$ cat src/rtl/i2c_register_master_assert.svh
// Assertion macros for the register master
`ifndef I2C_REGISTER_MASTER_ASSERT_SVH
`define I2C_REGISTER_MASTER_ASSERT_SVH
// implication checked on every edge outside reset
`define I2CM_ASSERT_IMP(label, clk, rstn, a, c) \
  label: assert property (@(posedge clk) disable iff (!rstn) (a) |-> (c)) \
    else $error("assertion failed");
// next-cycle implication
`define I2CM_ASSERT_NXT(label, clk, rstn, a, c) \
  label: assert property (@(posedge clk) disable iff (!rstn) (a) |=> (c)) \
    else $error("assertion failed");
`endif

$ cat src/rtl/i2cm_pkg.sv
// ----------------------------------------------------------------------------
// i2cm_pkg
// Shared types and constants of the I2C register master.
// ----------------------------------------------------------------------------
`default_nettype none
package i2cm_pkg;
  localparam logic [1:0] ModeWrite = 2'd0;
  localparam logic [1:0] ModeRead  = 2'd1;
  localparam logic [1:0] ModeBurst = 2'd2;
  localparam logic [1:0] ModeNone  = 2'd3;
  localparam logic [7:0] DevAddrReset = 8'd166;
  localparam logic [0:0] RegDevAddr = 1'b0;

  // input tick item
  typedef struct packed {
    logic       request;
    logic [1:0] mode;
    logic [7:0] reg_addr;
    logic [7:0] write_byte;
    logic       sda_sample;
  } tick_t;

  // result item
  typedef struct packed {
    logic       scl_level;
    logic       sda_level;
    logic       sda_drive;
    logic       busy_res;
    logic [7:0] read_byte;
    logic       read_valid;
    logic       read_last;
    logic       ack_missing;
  } res_t;
endpackage
`default_nettype wire

$ cat src/rtl/i2cm_tick_if.sv
// ----------------------------------------------------------------------------
// i2cm_tick_if / i2cm_res_if
// Valid/ready channels for tick items and result items.
// ----------------------------------------------------------------------------
`default_nettype none
interface i2cm_tick_if;
  logic            valid;
  logic            ready;
  i2cm_pkg::tick_t data;
  modport source (output valid, output data, input ready);
  modport sink   (input valid, input data, output ready);
endinterface

interface i2cm_res_if;
  logic           valid;
  logic           ready;
  i2cm_pkg::res_t data;
  modport source (output valid, output data, input ready);
  modport sink   (input valid, input data, output ready);
endinterface
`default_nettype wire

$ cat src/rtl/i2cm_queue.sv
// ----------------------------------------------------------------------------
// i2cm_queue
// Two-entry queue between the front and the bus sequencer.
// ----------------------------------------------------------------------------
`default_nettype none
module i2cm_queue (
  input  wire             clk_i,
  input  wire             rst_ni,
  input  wire             in_valid_i,
  output logic            in_ready_o,
  input  wire i2cm_pkg::tick_t in_data_i,
  output logic            out_valid_o,
  input  wire             out_ready_i,
  output i2cm_pkg::tick_t out_data_o
);
  i2cm_pkg::tick_t mem_q [2];
  logic rd_q, rd_d, wr_q, wr_d;
  logic [1:0] cnt_q, cnt_d;
  logic push, pop;

  assign in_ready_o  = (cnt_q != 2'd2);
  assign out_valid_o = (cnt_q != 2'd0);
  assign out_data_o  = mem_q[rd_q];
  assign push = in_valid_i && in_ready_o;
  assign pop  = out_valid_o && out_ready_i;

  // pointers and fill count
  always_comb begin
    rd_d  = pop ? ~rd_q : rd_q;
    wr_d  = push ? ~wr_q : wr_q;
    cnt_d = cnt_q + {1'b0, push} - {1'b0, pop};
  end

  always_ff @(posedge clk_i or negedge rst_ni) begin
    if (!rst_ni) begin
      rd_q <= 1'b0; wr_q <= 1'b0; cnt_q <= 2'd0;
    end else begin
      rd_q <= rd_d; wr_q <= wr_d; cnt_q <= cnt_d;
    end
  end

  // storage
  always_ff @(posedge clk_i) begin
    if (push) mem_q[wr_q] <= in_data_i;
  end
endmodule
`default_nettype wire

$ cat src/rtl/i2cm_seq.sv
// ----------------------------------------------------------------------------
// i2cm_seq
// Bus sequencer: one tick per transfer, drives SCL/SDA and collects bytes.
// ----------------------------------------------------------------------------
`default_nettype none
module i2cm_seq #(
  parameter int unsigned HalfPeriod = 5,
  parameter int unsigned BurstLen   = 6
) (
  input  wire             clk_i,
  input  wire             rst_ni,
  input  wire [7:0]       dev_addr_i,
  input  wire             in_valid_i,
  output logic            in_ready_o,
  input  wire i2cm_pkg::tick_t in_data_i,
  output logic            out_valid_o,
  input  wire             out_ready_i,
  output i2cm_pkg::res_t  out_data_o
);
  typedef enum logic [12:0] {
    PhIdle    = 13'b0000000000001,
    PhStartHi = 13'b0000000000010,
    PhStartLo = 13'b0000000000100,
    PhTxHi    = 13'b0000000001000,
    PhTxLo    = 13'b0000000010000,
    PhTxAckHi = 13'b0000000100000,
    PhTxAckLo = 13'b0000001000000,
    PhRxHi    = 13'b0000010000000,
    PhRxLo    = 13'b0000100000000,
    PhMAckHi  = 13'b0001000000000,
    PhMAckLo  = 13'b0010000000000,
    PhStopLo  = 13'b0100000000000,
    PhStopHi  = 13'b1000000000000
  } phase_e;

  localparam logic [3:0] SegLast = 4'(HalfPeriod - 1);
  localparam logic [2:0] BurstLast = 3'(BurstLen - 1);

  phase_e ph_q, ph_d;
  logic [3:0] tmr_q, tmr_d;
  logic [2:0] bit_q, bit_d, byt_q, byt_d;
  logic [7:0] sh_q, sh_d, reg_q, reg_d, dat_q, dat_d;
  logic [1:0] mode_q, mode_d;
  logic nack_q, nack_d;
  logic ov_q;
  i2cm_pkg::res_t od_q, res;
  logic step, seg_end, last_rd;
  logic [2:0] nb;

  // output register; accept a tick when it is free or being drained
  assign in_ready_o  = !ov_q || out_ready_i;
  assign step        = in_valid_i && in_ready_o;
  assign out_valid_o = ov_q;
  assign out_data_o  = od_q;

  assign seg_end = (tmr_q >= SegLast);
  assign last_rd = (mode_q == i2cm_pkg::ModeRead) ? 1'b1 : (byt_q >= BurstLast);
  assign nb = byt_q + 3'd1;

  // result of this tick from the current state
  always_comb begin
    res = '0;
    res.scl_level = 1'b1; res.sda_level = 1'b1;
    res.sda_drive = 1'b1; res.busy_res = 1'b1;
    case (ph_q)
      PhIdle:    res.busy_res = 1'b0;
      PhStartHi: ;
      PhStartLo: res.sda_level = 1'b0;
      PhTxHi:    res.sda_level = sh_q[7];
      PhTxLo:    begin res.scl_level = 1'b0; res.sda_level = sh_q[7]; end
      PhTxAckHi: res.sda_drive = 1'b0;
      PhTxAckLo: begin res.scl_level = 1'b0; res.sda_drive = 1'b0; end
      PhRxHi:    res.sda_drive = 1'b0;
      PhRxLo: begin
        res.scl_level = 1'b0; res.sda_drive = 1'b0;
        if (seg_end && bit_q == 3'd7) begin
          res.read_valid = 1'b1; res.read_byte = sh_q; res.read_last = last_rd;
        end
      end
      PhMAckHi:  res.sda_level = last_rd;
      PhMAckLo:  begin res.scl_level = 1'b0; res.sda_level = last_rd; end
      PhStopLo:  res.sda_level = 1'b0;
      PhStopHi:  res.ack_missing = seg_end & nack_q;
      default:   res.busy_res = 1'b0;
    endcase
  end

  // next state
  always_comb begin
    ph_d = ph_q; tmr_d = tmr_q; bit_d = bit_q; byt_d = byt_q; sh_d = sh_q;
    reg_d = reg_q; dat_d = dat_q; mode_d = mode_q; nack_d = nack_q;
    if (ph_q == PhIdle) begin
      if (in_data_i.request && in_data_i.mode != i2cm_pkg::ModeNone) begin
        mode_d = in_data_i.mode; reg_d = in_data_i.reg_addr;
        dat_d = in_data_i.write_byte; nack_d = 1'b0;
        tmr_d = '0; bit_d = '0; byt_d = '0; sh_d = '0; ph_d = PhStartHi;
      end
    end else if (!seg_end) begin
      tmr_d = tmr_q + 4'd1;
    end else begin
      tmr_d = '0;
      case (ph_q)
        PhStartHi: ph_d = PhStartLo;
        PhStartLo: begin
          sh_d = (byt_q == 3'd0) ? dev_addr_i : dev_addr_i + 8'd1;
          bit_d = '0; ph_d = PhTxHi;
        end
        PhTxHi: ph_d = PhTxLo;
        PhTxLo: begin
          if (bit_q == 3'd7) begin bit_d = '0; ph_d = PhTxAckHi; end
          else begin sh_d = {sh_q[6:0], 1'b0}; bit_d = bit_q + 3'd1; ph_d = PhTxHi; end
        end
        PhTxAckHi: begin
          if (in_data_i.sda_sample) nack_d = 1'b1;
          ph_d = PhTxAckLo;
        end
        PhTxAckLo: begin
          byt_d = nb;
          if (nb == 3'd1) begin sh_d = reg_q; bit_d = '0; ph_d = PhTxHi; end
          else if (mode_q == i2cm_pkg::ModeWrite) begin
            if (nb == 3'd2) begin sh_d = dat_q; bit_d = '0; ph_d = PhTxHi; end
            else ph_d = PhStopLo;
          end else if (nb == 3'd2) ph_d = PhStartHi;
          else begin byt_d = '0; bit_d = '0; sh_d = '0; ph_d = PhRxHi; end
        end
        PhRxHi: begin sh_d = {sh_q[6:0], in_data_i.sda_sample}; ph_d = PhRxLo; end
        PhRxLo: begin
          if (bit_q == 3'd7) begin bit_d = '0; ph_d = PhMAckHi; end
          else begin bit_d = bit_q + 3'd1; ph_d = PhRxHi; end
        end
        PhMAckHi: ph_d = PhMAckLo;
        PhMAckLo: begin
          if (last_rd) ph_d = PhStopLo;
          else begin byt_d = nb; sh_d = '0; ph_d = PhRxHi; end
        end
        PhStopLo: ph_d = PhStopHi;
        default: begin
          ph_d = PhIdle; bit_d = '0; byt_d = '0; sh_d = '0;
        end
      endcase
    end
  end

  always_ff @(posedge clk_i or negedge rst_ni) begin
    if (!rst_ni) begin
      ph_q <= PhIdle; tmr_q <= '0; bit_q <= '0; byt_q <= '0; sh_q <= '0;
      reg_q <= '0; dat_q <= '0; mode_q <= '0; nack_q <= 1'b0; ov_q <= 1'b0;
    end else begin
      if (step) begin
        ph_q <= ph_d; tmr_q <= tmr_d; bit_q <= bit_d; byt_q <= byt_d;
        sh_q <= sh_d; reg_q <= reg_d; dat_q <= dat_d; mode_q <= mode_d;
        nack_q <= nack_d;
      end
      if (step) ov_q <= 1'b1;
      else if (out_ready_i) ov_q <= 1'b0;
    end
  end

  always_ff @(posedge clk_i) begin
    if (step) od_q <= res;
  end
endmodule
`default_nettype wire

$ cat src/rtl/i2c_register_master.sv
// ----------------------------------------------------------------------------
// i2c_register_master
// I2C master for register write, read and burst read, one tick per transfer.
// ----------------------------------------------------------------------------
// Use: every transfer on tick_in is one bus time tick carrying a request,
// mode, register address, write byte and the sampled SDA level. Each tick
// yields exactly one transfer on res_out with SCL/SDA levels, busy and any
// received byte. A front queue of two entries takes ticks; the sequencer
// consumes one per cycle and puts its result in an output register, so the
// sustained rate is one tick per clock while res_out is ready. A tick is held
// in the queue, then stepped by the sequencer, and its result is held in the
// output register until res_out takes it. When res_out stalls, the output
// register holds, the sequencer stops and the queue fills, then tick_in ready
// drops. Reset clears the sequencer to idle, the queue to empty and the
// device address register to 166. The address register is written over the
// APB port at byte address 0; the user must write it only while the block is
// idle, which the block itself does not enforce.
// ----------------------------------------------------------------------------
`default_nettype none
`include "i2c_register_master_assert.svh"
module i2c_register_master #(
  parameter int unsigned HalfPeriod = 5,
  parameter int unsigned BurstLen   = 6
) (
  input  wire         clk_i,
  input  wire         rst_ni,
  i2cm_tick_if.sink   tick_in,
  i2cm_res_if.source  res_out,
  input  wire         psel,
  input  wire         penable,
  input  wire         pwrite,
  input  wire  [1:0]  paddr,
  input  wire  [31:0] pwdata,
  output logic [31:0] prdata,
  output logic        pready
);
  localparam logic [1:0] DevAddrOffs = 2'(4 * i2cm_pkg::RegDevAddr);

  logic [7:0] dev_q, dev_d;
  logic q_valid, q_ready;
  i2cm_pkg::tick_t q_data;
  logic wr_en;

  // configuration register
  assign pready = 1'b1;
  assign wr_en  = psel && penable && pwrite;
  assign dev_d  = (wr_en && paddr == DevAddrOffs) ? pwdata[7:0] : dev_q;
  assign prdata = (paddr == DevAddrOffs) ? {24'd0, dev_q} : 32'd0;

  always_ff @(posedge clk_i or negedge rst_ni) begin
    if (!rst_ni) dev_q <= i2cm_pkg::DevAddrReset;
    else dev_q <= dev_d;
  end

  i2cm_queue u_queue (
    .clk_i, .rst_ni,
    .in_valid_i(tick_in.valid), .in_ready_o(tick_in.ready), .in_data_i(tick_in.data),
    .out_valid_o(q_valid), .out_ready_i(q_ready), .out_data_o(q_data)
  );

  i2cm_seq #(.HalfPeriod(HalfPeriod), .BurstLen(BurstLen)) u_seq (
    .clk_i, .rst_ni, .dev_addr_i(dev_q),
    .in_valid_i(q_valid), .in_ready_o(q_ready), .in_data_i(q_data),
    .out_valid_o(res_out.valid), .out_ready_i(res_out.ready), .out_data_o(res_out.data)
  );

  // checks
  `I2CM_ASSERT_IMP(a_rv_busy, clk_i, rst_ni, res_out.valid && res_out.data.read_valid,
                   res_out.data.busy_res && !res_out.data.sda_drive)
  `I2CM_ASSERT_IMP(a_miss_busy, clk_i, rst_ni, res_out.valid && res_out.data.ack_missing,
                   res_out.data.busy_res && res_out.data.scl_level)
  `I2CM_ASSERT_NXT(a_hold, clk_i, rst_ni, res_out.valid && !res_out.ready,
                   res_out.valid && $stable(res_out.data))
endmodule
`default_nettype wire

$ cat src/flat_wrapper.sv
// flat-port wrapper written by rule: the top's interface ports become plain ports
module i2c_register_master_flat 
#(
  parameter int unsigned HalfPeriod = 5,
  parameter int unsigned BurstLen   = 6
)
  (clk_i, rst_ni, psel, penable, pwrite, paddr, pwdata, prdata, pready, tick_in_valid, tick_in_data, tick_in_ready, res_out_valid, res_out_data, res_out_ready);
  i2cm_tick_if tick_in_i ();
  i2cm_res_if res_out_i ();
  input  wire clk_i;
  input  wire rst_ni;
  input  wire psel;
  input  wire penable;
  input  wire pwrite;
  input  wire  [1:0] paddr;
  input  wire  [31:0] pwdata;
  output logic [31:0] prdata;
  output logic pready;
  input wire logic [$bits(tick_in_i.valid)-1:0] tick_in_valid;
  input wire logic [$bits(tick_in_i.data)-1:0] tick_in_data;
  output wire logic [$bits(tick_in_i.ready)-1:0] tick_in_ready;
  output wire logic [$bits(res_out_i.valid)-1:0] res_out_valid;
  output wire logic [$bits(res_out_i.data)-1:0] res_out_data;
  input wire logic [$bits(res_out_i.ready)-1:0] res_out_ready;
  assign tick_in_i.valid = tick_in_valid;
  assign tick_in_i.data = tick_in_data;
  assign tick_in_ready = tick_in_i.ready;
  assign res_out_valid = res_out_i.valid;
  assign res_out_data = res_out_i.data;
  assign res_out_i.ready = res_out_ready;
  i2c_register_master #(.HalfPeriod(HalfPeriod), .BurstLen(BurstLen)) u_core (.clk_i(clk_i), .rst_ni(rst_ni), .tick_in(tick_in_i), .res_out(res_out_i), .psel(psel), .penable(penable), .pwrite(pwrite), .paddr(paddr), .pwdata(pwdata), .prdata(prdata), .pready(pready));
endmodule
$ cat config.mk
export PLATFORM = sky130hd
export DESIGN_NAME = i2c_register_master_flat
export DESIGN_NICKNAME = d
export VERILOG_FILES = /design/src/rtl/i2cm_pkg.sv /design/src/rtl/i2cm_tick_if.sv /design/src/rtl/i2cm_queue.sv /design/src/rtl/i2cm_seq.sv /design/src/rtl/i2c_register_master.sv /design/src/flat_wrapper.sv
export VERILOG_INCLUDE_DIRS = /design/src /design/src/rtl
export SDC_FILE = /design/constraint.sdc
export NUM_CORES = 1
export LEC_CHECK = 0
export BUFFER_PORTS_ARGS = -buffer_cell sky130_fd_sc_hd__buf_4
export CORE_UTILIZATION = 45
export CTS_CLUSTER_DIAMETER = 80
export DETAILED_ROUTE_END_ITERATION = 7
export GPL_TIMING_DRIVEN = 1
export PLACE_DENSITY_LB_ADDON = 0.05
export REMOVE_ABC_BUFFERS = 1
export SYNTH_ARGS = -nofsm -noshare
export SYNTH_HDL_FRONTEND = slang
export SYNTH_HIERARCHICAL = 1
export SYNTH_SLANG_ARGS = --single-unit
$ cat constraint.sdc
create_clock -name clk_i -period 6.6 [get_ports clk_i]
set_clock_uncertainty 0.15 [all_clocks]
set_input_delay 1.32 -clock clk_i [delete_from_list [all_inputs] [get_ports clk_i]]
set_output_delay 1.32 -clock clk_i [all_outputs]
set_load 0.01 [all_outputs]
* Word level (Yosys, flattened, before mapping)
Memories as Yosys holds them, arrays and structs flattened.
Index checks and enable logic that the tools add are counted.
** Word-level totals
- Memories :: 1
- RAM bits :: 40
- Bits of input ports :: 61
- Flip-flop bits (word level) :: 78
- Word-level logic and storage cells :: 153
- Output and inout bits :: 50
** Operators by class
- Mux-type cells :: 57
- Magnitude comparators :: 2
- Reductions and logical operators :: 35
- Bitwise logic cells :: 3
- Eq/ne operators :: 27
- $add $sub $neg :: 6
** Memory list
- u_core.u_queue.mem_q :: depth 2, bits a word 20, rd ports 1, clocked after Yosys merged registers in 0, write ports 1, line i2cm_queue.sv:16 : i2cm_pkg::tick_t mem_q [2];
** Operators with widths (count)
- 13-bit case mux with 11 select lines :: 1
- 8-bit two-way mux :: 12
- 13-bit two-way mux :: 5
- 8-bit case mux with 6 select lines :: 1
- 3-bit two-way mux :: 14
- 12-bit two-way mux :: 2
- 3-bit case mux with 3 select lines :: 2
- 13-bit by 1-bit == test with 1-bit output, second input constant :: 1
- 13-bit by 10-bit == test with 1-bit output, second input constant :: 1
- 13-bit by 11-bit == test with 1-bit output, second input constant :: 1
- 13-bit by 12-bit == test with 1-bit output, second input constant :: 1
- 13-bit == test, second input constant :: 1
- 13-bit by 2-bit == test with 1-bit output, second input constant :: 1
- 13-bit by 3-bit == test with 1-bit output, second input constant :: 1
- 13-bit by 4-bit == test with 1-bit output, second input constant :: 1
- 13-bit by 5-bit == test with 1-bit output, second input constant :: 1
- 13-bit by 6-bit == test with 1-bit output, second input constant :: 1
- 13-bit by 7-bit == test with 1-bit output, second input constant :: 1
- 13-bit by 8-bit == test with 1-bit output, second input constant :: 1
- 13-bit by 9-bit == test with 1-bit output, second input constant :: 1
- 1-bit two-way mux :: 13
- 4-bit two-way mux :: 3
- 12-bit OR reduction :: 1
- 10-bit two-way mux :: 1
- other kinds (36) :: 62

* Longest topological paths before layout
Gate-level depths: netlist of the first run.
- Depth in word-level cells :: 8
- Mapped depth :: 9
- Gate-level depth less buffers :: 8

* Modules after synthesis
Netlist of the first run, hierarchy kept.
** By module, submodules not included
- i2cm_seq :: seq. area each 1727.9 µm², area each 3656.0 µm², cells each 351, times used 1
- i2cm_queue :: seq. area each 1301.2 µm², area each 1640.3 µm², cells each 79, times used 1
- i2c_register_master :: seq. area each 205.2 µm², area each 583.1 µm², cells each 53, times used 1

* Least setup slack after synthesis of the first run
OpenSTA, ideal clock, no wires.
- Path type :: input to output
- Start point :: input port paddr[1]
- End point :: output port prdata[0]
- Cell stages on the path :: 2
- Path slack :: 3.469 ns
- Arrival time :: 1.661 ns
- Cell sequence :: nor2_4 > and2_2
** On the way
- Word-level cells in the longest chain between the ends :: 2
** Ends and longest elaborated chain
- start, declared :: line flat_wrapper.sv:15 : input wire [1:0] paddr;
- 2-bit zero test :: line i2c_register_master.sv:48 : assign prdata = (paddr == DevAddrOffs) ? {24'd0, dev_q} : 32'd0;
- 8-bit two-way mux :: line i2c_register_master.sv:48
- end, declared :: line flat_wrapper.sv:17 : output logic [31:0] prdata;
No other way between the ends.

* Worst setup path in the final report of the first run
- Start point :: input port paddr[1]
- End point :: output port prdata[1]
The elaborated chain is that of the path after synthesis.

==> results of run 1 <==
==> kinds of logic (layout without fill, tap and decap cells) <==
kind of cell    count (synthesis)  count (layout)
flops                         118             118
mux                            54              54
xor+xnor                       18              18
other cells                     2              25
fa+ha+maj                      10              10
buf+inv                        50             104
compound gates                 65              65
simple gates                  166             166
==> critical path, delay by kind of cell <==
family / cells / cell delay [ps]
buffers and inverters: 2 / 230
AND/OR/NAND/NOR: 2 / 370
==> power breakdown <==
part | switching (mW) | internal, mW | total [mW] | leakage (nW)
Combinational | 0.471 | 0.350 | 0.820 | 1.27
Sequential | 0.165 | 1.01 | 1.17 | 1.33
Clock | 0.339 | 0.555 | 0.894 | 0.273
==> how the worst max path moves through the flow <==
stage,startpoint,to,slack (ps),depth (start not counted)
final,paddr[1],prdata[1],3210,4
after global routing,u_core/u_queue/rd_q$_DFFE_PN0P_,u_core/u_seq/sh_q[4]$_DFFE_PN0P_,3110,7
after global placement,res_out_ready,u_core/u_seq/ph_q[3]$_DFFE_PN0P_,3090,7
after detailed placement,res_out_ready,u_core/u_seq/ph_q[3]$_DFFE_PN0P_,3060,7
after CTS,paddr[1],prdata[4],3210,4
after floorplan,res_out_ready,u_core/u_seq/dat_q[0]$_DFFE_PN0P_,3430,4
==> area by class of cell <==
type                    count  area share, %
flip-flops and latches    118           46.5
clock buffers              17           6.11
multi-input cells         338           34.8
inverters                   9          0.485
well taps                 172           3.09
clock inverters            15           2.23
repair buffers             63           6.79
==> registers in the layout, indices dropped and copies added (netlist names) <==
register	flops
u_core/u_queue/mem_q	40
u_core/u_seq/out_data_o	15
u_core/u_seq/ph_q	13
u_core/dev_q	8
u_core/u_seq/dat_q	8
u_core/u_seq/reg_q	8
u_core/u_seq/sh_q	8
u_core/u_seq/tmr_q	4
u_core/u_seq/bit_q	3
u_core/u_seq/byt_q	3
u_core/u_queue/cnt_q	2
u_core/u_seq/mode_q	2
u_core/u_queue/rd_q	1
u_core/u_queue/wr_q	1
u_core/u_seq/nack_q	1
u_core/u_seq/out_valid_o	1
==> metal layers <==
metal	vias up	global-route usage, %	part of all wire (%)
li1	1862	-	-
met1	1871	27.0	49
met2	100	28.4	45
met3	7	4.62	4.8
met4	0	9.40	1.0
met5	-	0	0
==> Yosys cell counts (5+ instances only) <==
library cell / n / share of area [%]
nand2_1: 31 / 2.0
xor2_1: 8 / 1.2
ha_1: 10 / 2.1
mux2_1: 19 / 3.6
dfstp_2: 5 / 2.2
inv_1: 9 / 0.57
mux2_2: 29 / 5.6
nor3_1: 12 / 1.0
o21ai_0: 19 / 1.6
xnor2_1: 10 / 1.5
dfrtp_1: 58 / 25
a22o_1: 9 / 1.3
buf_4: 27 / 3.4
buf_2: 7 / 0.60
and2_1: 12 / 1.3
nand3_1: 11 / 0.94
a21oi_1: 9 / 0.77
nor2_1: 33 / 2.1
mux2i_1: 5 / 0.85
edfxtp_1: 55 / 28
and3_1: 11 / 1.2
nand4_1: 10 / 1.1
nand2b_1: 6 / 0.64
and2_2: 8 / 1.0
==> per-stage QoR <==
stage	power, mW	cells	setup WS, ps	hold WS [ps]
floorplan	1.72	465	3430	305
global placement	1.99	700	3090	314
detailed placement	2.01	700	3060	338
CTS	2.92	732	3210	347
global route	3.06	732	3110	374
finish	2.89	732	3210	347
==> results.yml, run 1 <==
die:
  ios: 111
  chipHeight_microns: 116
  initial_core_util_pct: 46.4
  coreArea_sq_um: 12700
  die_w_microns: 116
  dieArea_sq_um: 13500
  row_count: 41
global_route:
  grt_usage_pct: 19.4
  antenna_found_initial: 0
  gr-total-overflow: 0
  grt_pass1_wl_microns: 19100
  grt_max_degree: 64
  grt_pass1_vias: 3621
sta:
  setup_viol: 0
  post-route-min-period_ps: 3390
  timing.setup.tns_ps: 0
  timing.final.max_slew_violations: 0
  hold_viol_final: 0
  worstMarginPinSlew_ps: 1030
  min_period_over_period_pct: 51.3
  maxSlewHeadroom_pct: 30.6
  max_freq_ghz: 0.295
  rsz0062_at_grt: "false"
setup_path:
  cp_max_fo: 9
  cpMaxStageDelayCell: "nor2_4"
  reg2reg_depth: 7
  path_cells: "buf_4 -> nor2_4 -> and2_2 -> buf_4"
  critical_path_class: "in2out"
  rr_startpoint: "u_core/u_queue/rd_q$_DFFE_PN0P_"
  crit_top_cell: "buf_4"
  required_ps: 5130
  critPathLaunchType: "input port"
  cpPeakStageDelay_ps: 190
  crit_path_end_kind: "primary output"
  reg2reg_slack_ps: 3350
  timing.rr.end: "u_core/u_seq/bit_q[0]$_DFFE_PN0P_"
  cp.arrival_ps: 1920
yosys:
  syn-mean-instance-area_sq_um: 12.2
  synth.area.mux_share_pct: 10.3
  synth-warning-count: 6
  synthXorXnorAreaFrac_pct: 2.68
  syn_inst: 483
  seq_area_frac_synth_pct: 55.0
  synth-simple-area-share_pct: 16.7
  synth_compound_area_share_pct: 7.87
  synth_edf_count: 55
  synth_top_family_by_area: "simple AND/OR/NAND/NOR gates"
  ys_ff_latch: 118
  netlist_area_sq_um: 5880
  yosysUniqueCellTypes: 66
  synth_fa_ha_area_share_pct: 2.13
  synthArstFlopShare_pct: 53.4
  ys.flop_type: "dfrtp_1"
finish:
  final_common_cell: "buf_4"
  final_cell_mix: "buf_4, dfrtp_1, edfxtp_1"
  finalInstanceArea_sq_um: 6960
  area_growth_pct: 18.4
  num-nets-final: 618
  multiInputGateArea_sq_um: 2430
  postLayoutCoreUtil_pct: 55.0
  antennaDiodeCount: 0
  fill_cells: 1102
  layout-drive-gt1-share_pct: 26.6
  seq_area_sq_um: 3230
route:
  avgViaCountPerCell: 5.25
  drtIter0Drc: 261
  dr.pass1.iters: 5
  drc: 0
  ant_nets: 0
  via_count: 3840
  drt-total-wl_microns: 11900
  post_drt_wl_per_cell_microns: 16.2
hold_path:
  holdPathEnd: "u_core/u_queue/wr_q$_DFFE_PN0N_"
  worstHoldPathType: "reg2reg"
  hold_depth: 1
  min_from: "u_core/u_queue/wr_q$_DFFE_PN0N_"
clock_network:
  tritoncts: "yes"
  post-cts-setup-buffers: 0
  clk_pin_slew_ps: 50
  holdBufCountCts: 0
  cts-root-buf: "clkbuf_16"
  cts_max_level: 4
  post_cts_resized: 0
  clock_sinks: 118
  clockBufferDepth: 2
  insertion_delay_ps: 420
  cts_buffers: 17
power:
  ir_drop_mv: 0.363
  pwr_density_cell_nw_per_um2: 415
  leakage_nw: 2.86
place:
  hpwl_microns: 8340
  dpl-instance-area_sq_um: 6380
  gp_congestion: 0.883
  portBuffers: 61
flow_run:
  drv_cap: 0
outcome:
  status: "finished clean"
(Power assumes the default switching activity.)
==> inputs of run 2 (changes only) <==
--- a/config.mk
+++ b/config.mk
@@ -6,6 +6,7 @@
 export SDC_FILE = /design/constraint.sdc
 export NUM_CORES = 1
 export LEC_CHECK = 0
+export ABC_AREA = 1
 export BUFFER_PORTS_ARGS = -buffer_cell sky130_fd_sc_hd__buf_4
 export CORE_UTILIZATION = 45
 export CTS_CLUSTER_DIAMETER = 80
==> constraint.sdc (replaced) <==
create_clock -name clk_i -period 2.9 [get_ports clk_i]
set_clock_uncertainty 0.15 [all_clocks]
set_input_delay 0.58 -clock clk_i [delete_from_list [all_inputs] [get_ports clk_i]]
set_output_delay 0.58 -clock clk_i [all_outputs]
set_load 0.01 [all_outputs]
==> results.yml, run 2 <==
sta:
  rsz0062_at_grt: "false"
  maxSlewHeadroom_pct: 46.5
  worstMarginPinSlew_ps: 803
  fin_ws_ps: 578
  hold_viol_final: 0
  min_period_over_period_pct: 80.1
  timing.setup.tns_ps: 0
  max_freq_ghz: 0.431
  timing.final.max_slew_violations: 0
  post-route-min-period_ps: 2320
  whs_ps: 98.5
  setup_viol: 0
die:
  coreArea_sq_um: 13400
  ios: 111
  chipHeight_microns: 120
  row_count: 42
  dieArea_sq_um: 14400
  die_w_microns: 120
  initial_core_util_pct: 46.8
place:
  gp_congestion: 0.908
  dp_slack_ps: 593
  hpwl_microns: 9260
  portBuffers: 61
  dpl-instance-area_sq_um: 6790
finish:
  fill_cells: 1226
  num-nets-final: 905
  largest-register: "u_core/u_queue/mem_q"
  area_growth_pct: 18.8
  layout-drive-gt1-share_pct: 16.9
  final_common_cell: "nand2_1"
  antennaDiodeCount: 0
  finalInstanceArea_sq_um: 7440
  final_cell_mix: "nand2_1, inv_1, nor2_1"
  largest_reg_flops: 40
clock_network:
  insertion_delay_ps: 420
  post-cts-setup-buffers: 0
  cts-root-buf: "clkbuf_16"
  clockBufferDepth: 2
  clock_sinks: 118
  holdBufCountCts: 0
  tritoncts: "yes"
  cts_buffers: 17
  post_cts_resized: 0
  cts_max_level: 4
  clk_pin_slew_ps: 60
yosys:
  ys_top_cells_by_area: "edfxtp_1, dfrtp_1, nand2_1"
  netlist_area_sq_um: 6270
  syn-mean-instance-area_sq_um: 8.21
  synth_top_area_share_pct: 26.4
  yosysMostFrequentCell: "nand2_1"
  yosysTopAreaCell: "edfxtp_1"
  synth-warning-count: 6
  synth_edf_count: 55
  seq_area_frac_synth_pct: 51.6
  syn_inst: 763
  yosysUniqueCellTypes: 36
  synthArstFlopShare_pct: 53.4
  yosys-top-cells-count: "nand2_1, inv_1, nor2_1"
  ys.flop_type: "dfrtp_1"
  ys_ff_latch: 118
outcome:
  status: "finished clean"
route:
  drc: 0
  via_count: 4814
  avgViaCountPerCell: 4.71
  dr.pass1.iters: 5
  ant_nets: 0
  post_drt_wl_per_cell_microns: 12.4
  drtIter0Drc: 291
  drt-total-wl_microns: 12700
power:
  pwr-share-seq_pct: 34.8
  cellInternalPower_mw: 4.65
  p_total_mw: 7.41
  sw_frac_of_total_pct: 37.3
  power_frac_comb_pct: 34.1
  net-switching-power_mw: 2.76
  pwr_density_cell_nw_per_um2: 996
  ir_drop_mv: 0.437
  power_frac_clock_pct: 31.1
  leakage_nw: 3.75
global_route:
  grt_usage_pct: 19.4
  gr-total-overflow: 0
  grt_max_degree: 64
  antenna_found_initial: 0
  grt_pass1_wl_microns: 21600
  grt_pass1_vias: 4599
hold_path:
  worstHoldPathType: "in2async"
setup_path:
  required_ps: 3100
  cp_max_fo: 12
  cp.arrival_ps: 2520
  critical_path_class: "reg2reg"
  critPathLaunchType: "register"
  crit_path_end_kind: "register"
flow_run:
  drv_cap: 0
[run 2: cell count changes after synthesis, sizes merged, moves of 11 or more]
cell   before  now
and2       21    0
and3       11    0
inv         9   85
mux2       49    0
nand2      31  319
nand3      11   48
nor2       34   83
[run 2: per-stage QoR]
stage	util, %	std cells
after detailed placement	50.7	991
after global routing	55.6	1023
after floorplan	-	749
after global placement	50.7	991
after CTS	55.6	1023
final	55.6	1023
[run 2: area by class of cell]
cell class	count	area, sq um	share of cell area [%]
flip-flops and latches	118	3230	43.4
multi-input cells	546	2520	33.9
repair buffers	66	495	6.66
clock buffers	17	425	5.71
inverters	85	319	4.29
clock inverters	15	225	3.03
well taps	176	220	2.96
[run 2: power groups by stage]
| stage | clock (mW) | sequential [mW] | combinational, mW |
|---|---|---|---|
| 4_1_cts | 2.36 | 2.59 | 2.55 |
| 3_5_place_dp | 0 | 2.62 | 2.54 |
| 6_report | 2.31 | 2.58 | 2.52 |
| 2_1_floorplan | 0 | 2.60 | 1.74 |
| 3_3_place_gp | 0 | 2.60 | 2.51 |
| 5_1_grt | 2.42 | 2.65 | 2.87 |
[run 2: kinds of logic after synthesis]
kind of cell | share of synthesized area (%)
adders and majority gates | 2.00
xor gates and xnor gates | 0.140
and+or+nand+nor | 33.1
DFF | 51.6
other | 0.120
buffers and inverters | 9.46
AOI/OAI and AO/OA | 3.55
[run 2: final timing paths]
| check | endpoint | slack, ps | start | cells after the start |
|---|---|---|---|---|
| setup / recovery | u_core/u_seq/sh_q[2]$_DFFE_PN0P_ | 580 | u_core/u_seq/byt_q[0]$_DFFE_PN0P_ | 10 |
| max in group asynchronous | u_core/u_seq/ph_q[10]$_DFFE_PN0P_ | 1970 | rst_ni | 1 |
| hold / removal | u_core/u_queue/cnt_q[0]$_DFF_PN0_ | 100 | rst_ni | 1 |
| min in group clk_i | u_core/u_queue/mem_q[0][15]$_DFFE_PP_ | 190 | tick_in_data[15] | 1 |
| hold reg to reg | u_core/u_queue/wr_q$_DFFE_PN0N_ | 320 | u_core/u_queue/wr_q$_DFFE_PN0N_ | 2 |
| setup reg to reg | u_core/u_seq/sh_q[2]$_DFFE_PN0P_ | 580 | u_core/u_seq/byt_q[0]$_DFFE_PN0P_ | 10 |
[run 2: worst max-delay path, stage by stage (launching register included)]
cell and delay (ps):
dfrtp_1 440, inv_1 110, ha_1 230, nand3_1 340, nand3_1 220, nor2_1 50, nor2_1 190, nand3_1 160
nor2_4 200, nand2_1 80, nand2_1 80
[run 2: layer usage]
| metal | vias to the layer above | part of all wire [%] | GRT usage [%] |
|---|---|---|---|
| met5 | - | 0 | 0 |
| met4 | 0 | 2.3 | 9.53 |
| met3 | 18 | 3.5 | 3.75 |
| met2 | 107 | 47 | 31.2 |
| met1 | 2185 | 48 | 24.9 |
| li1 | 2504 | - | - |
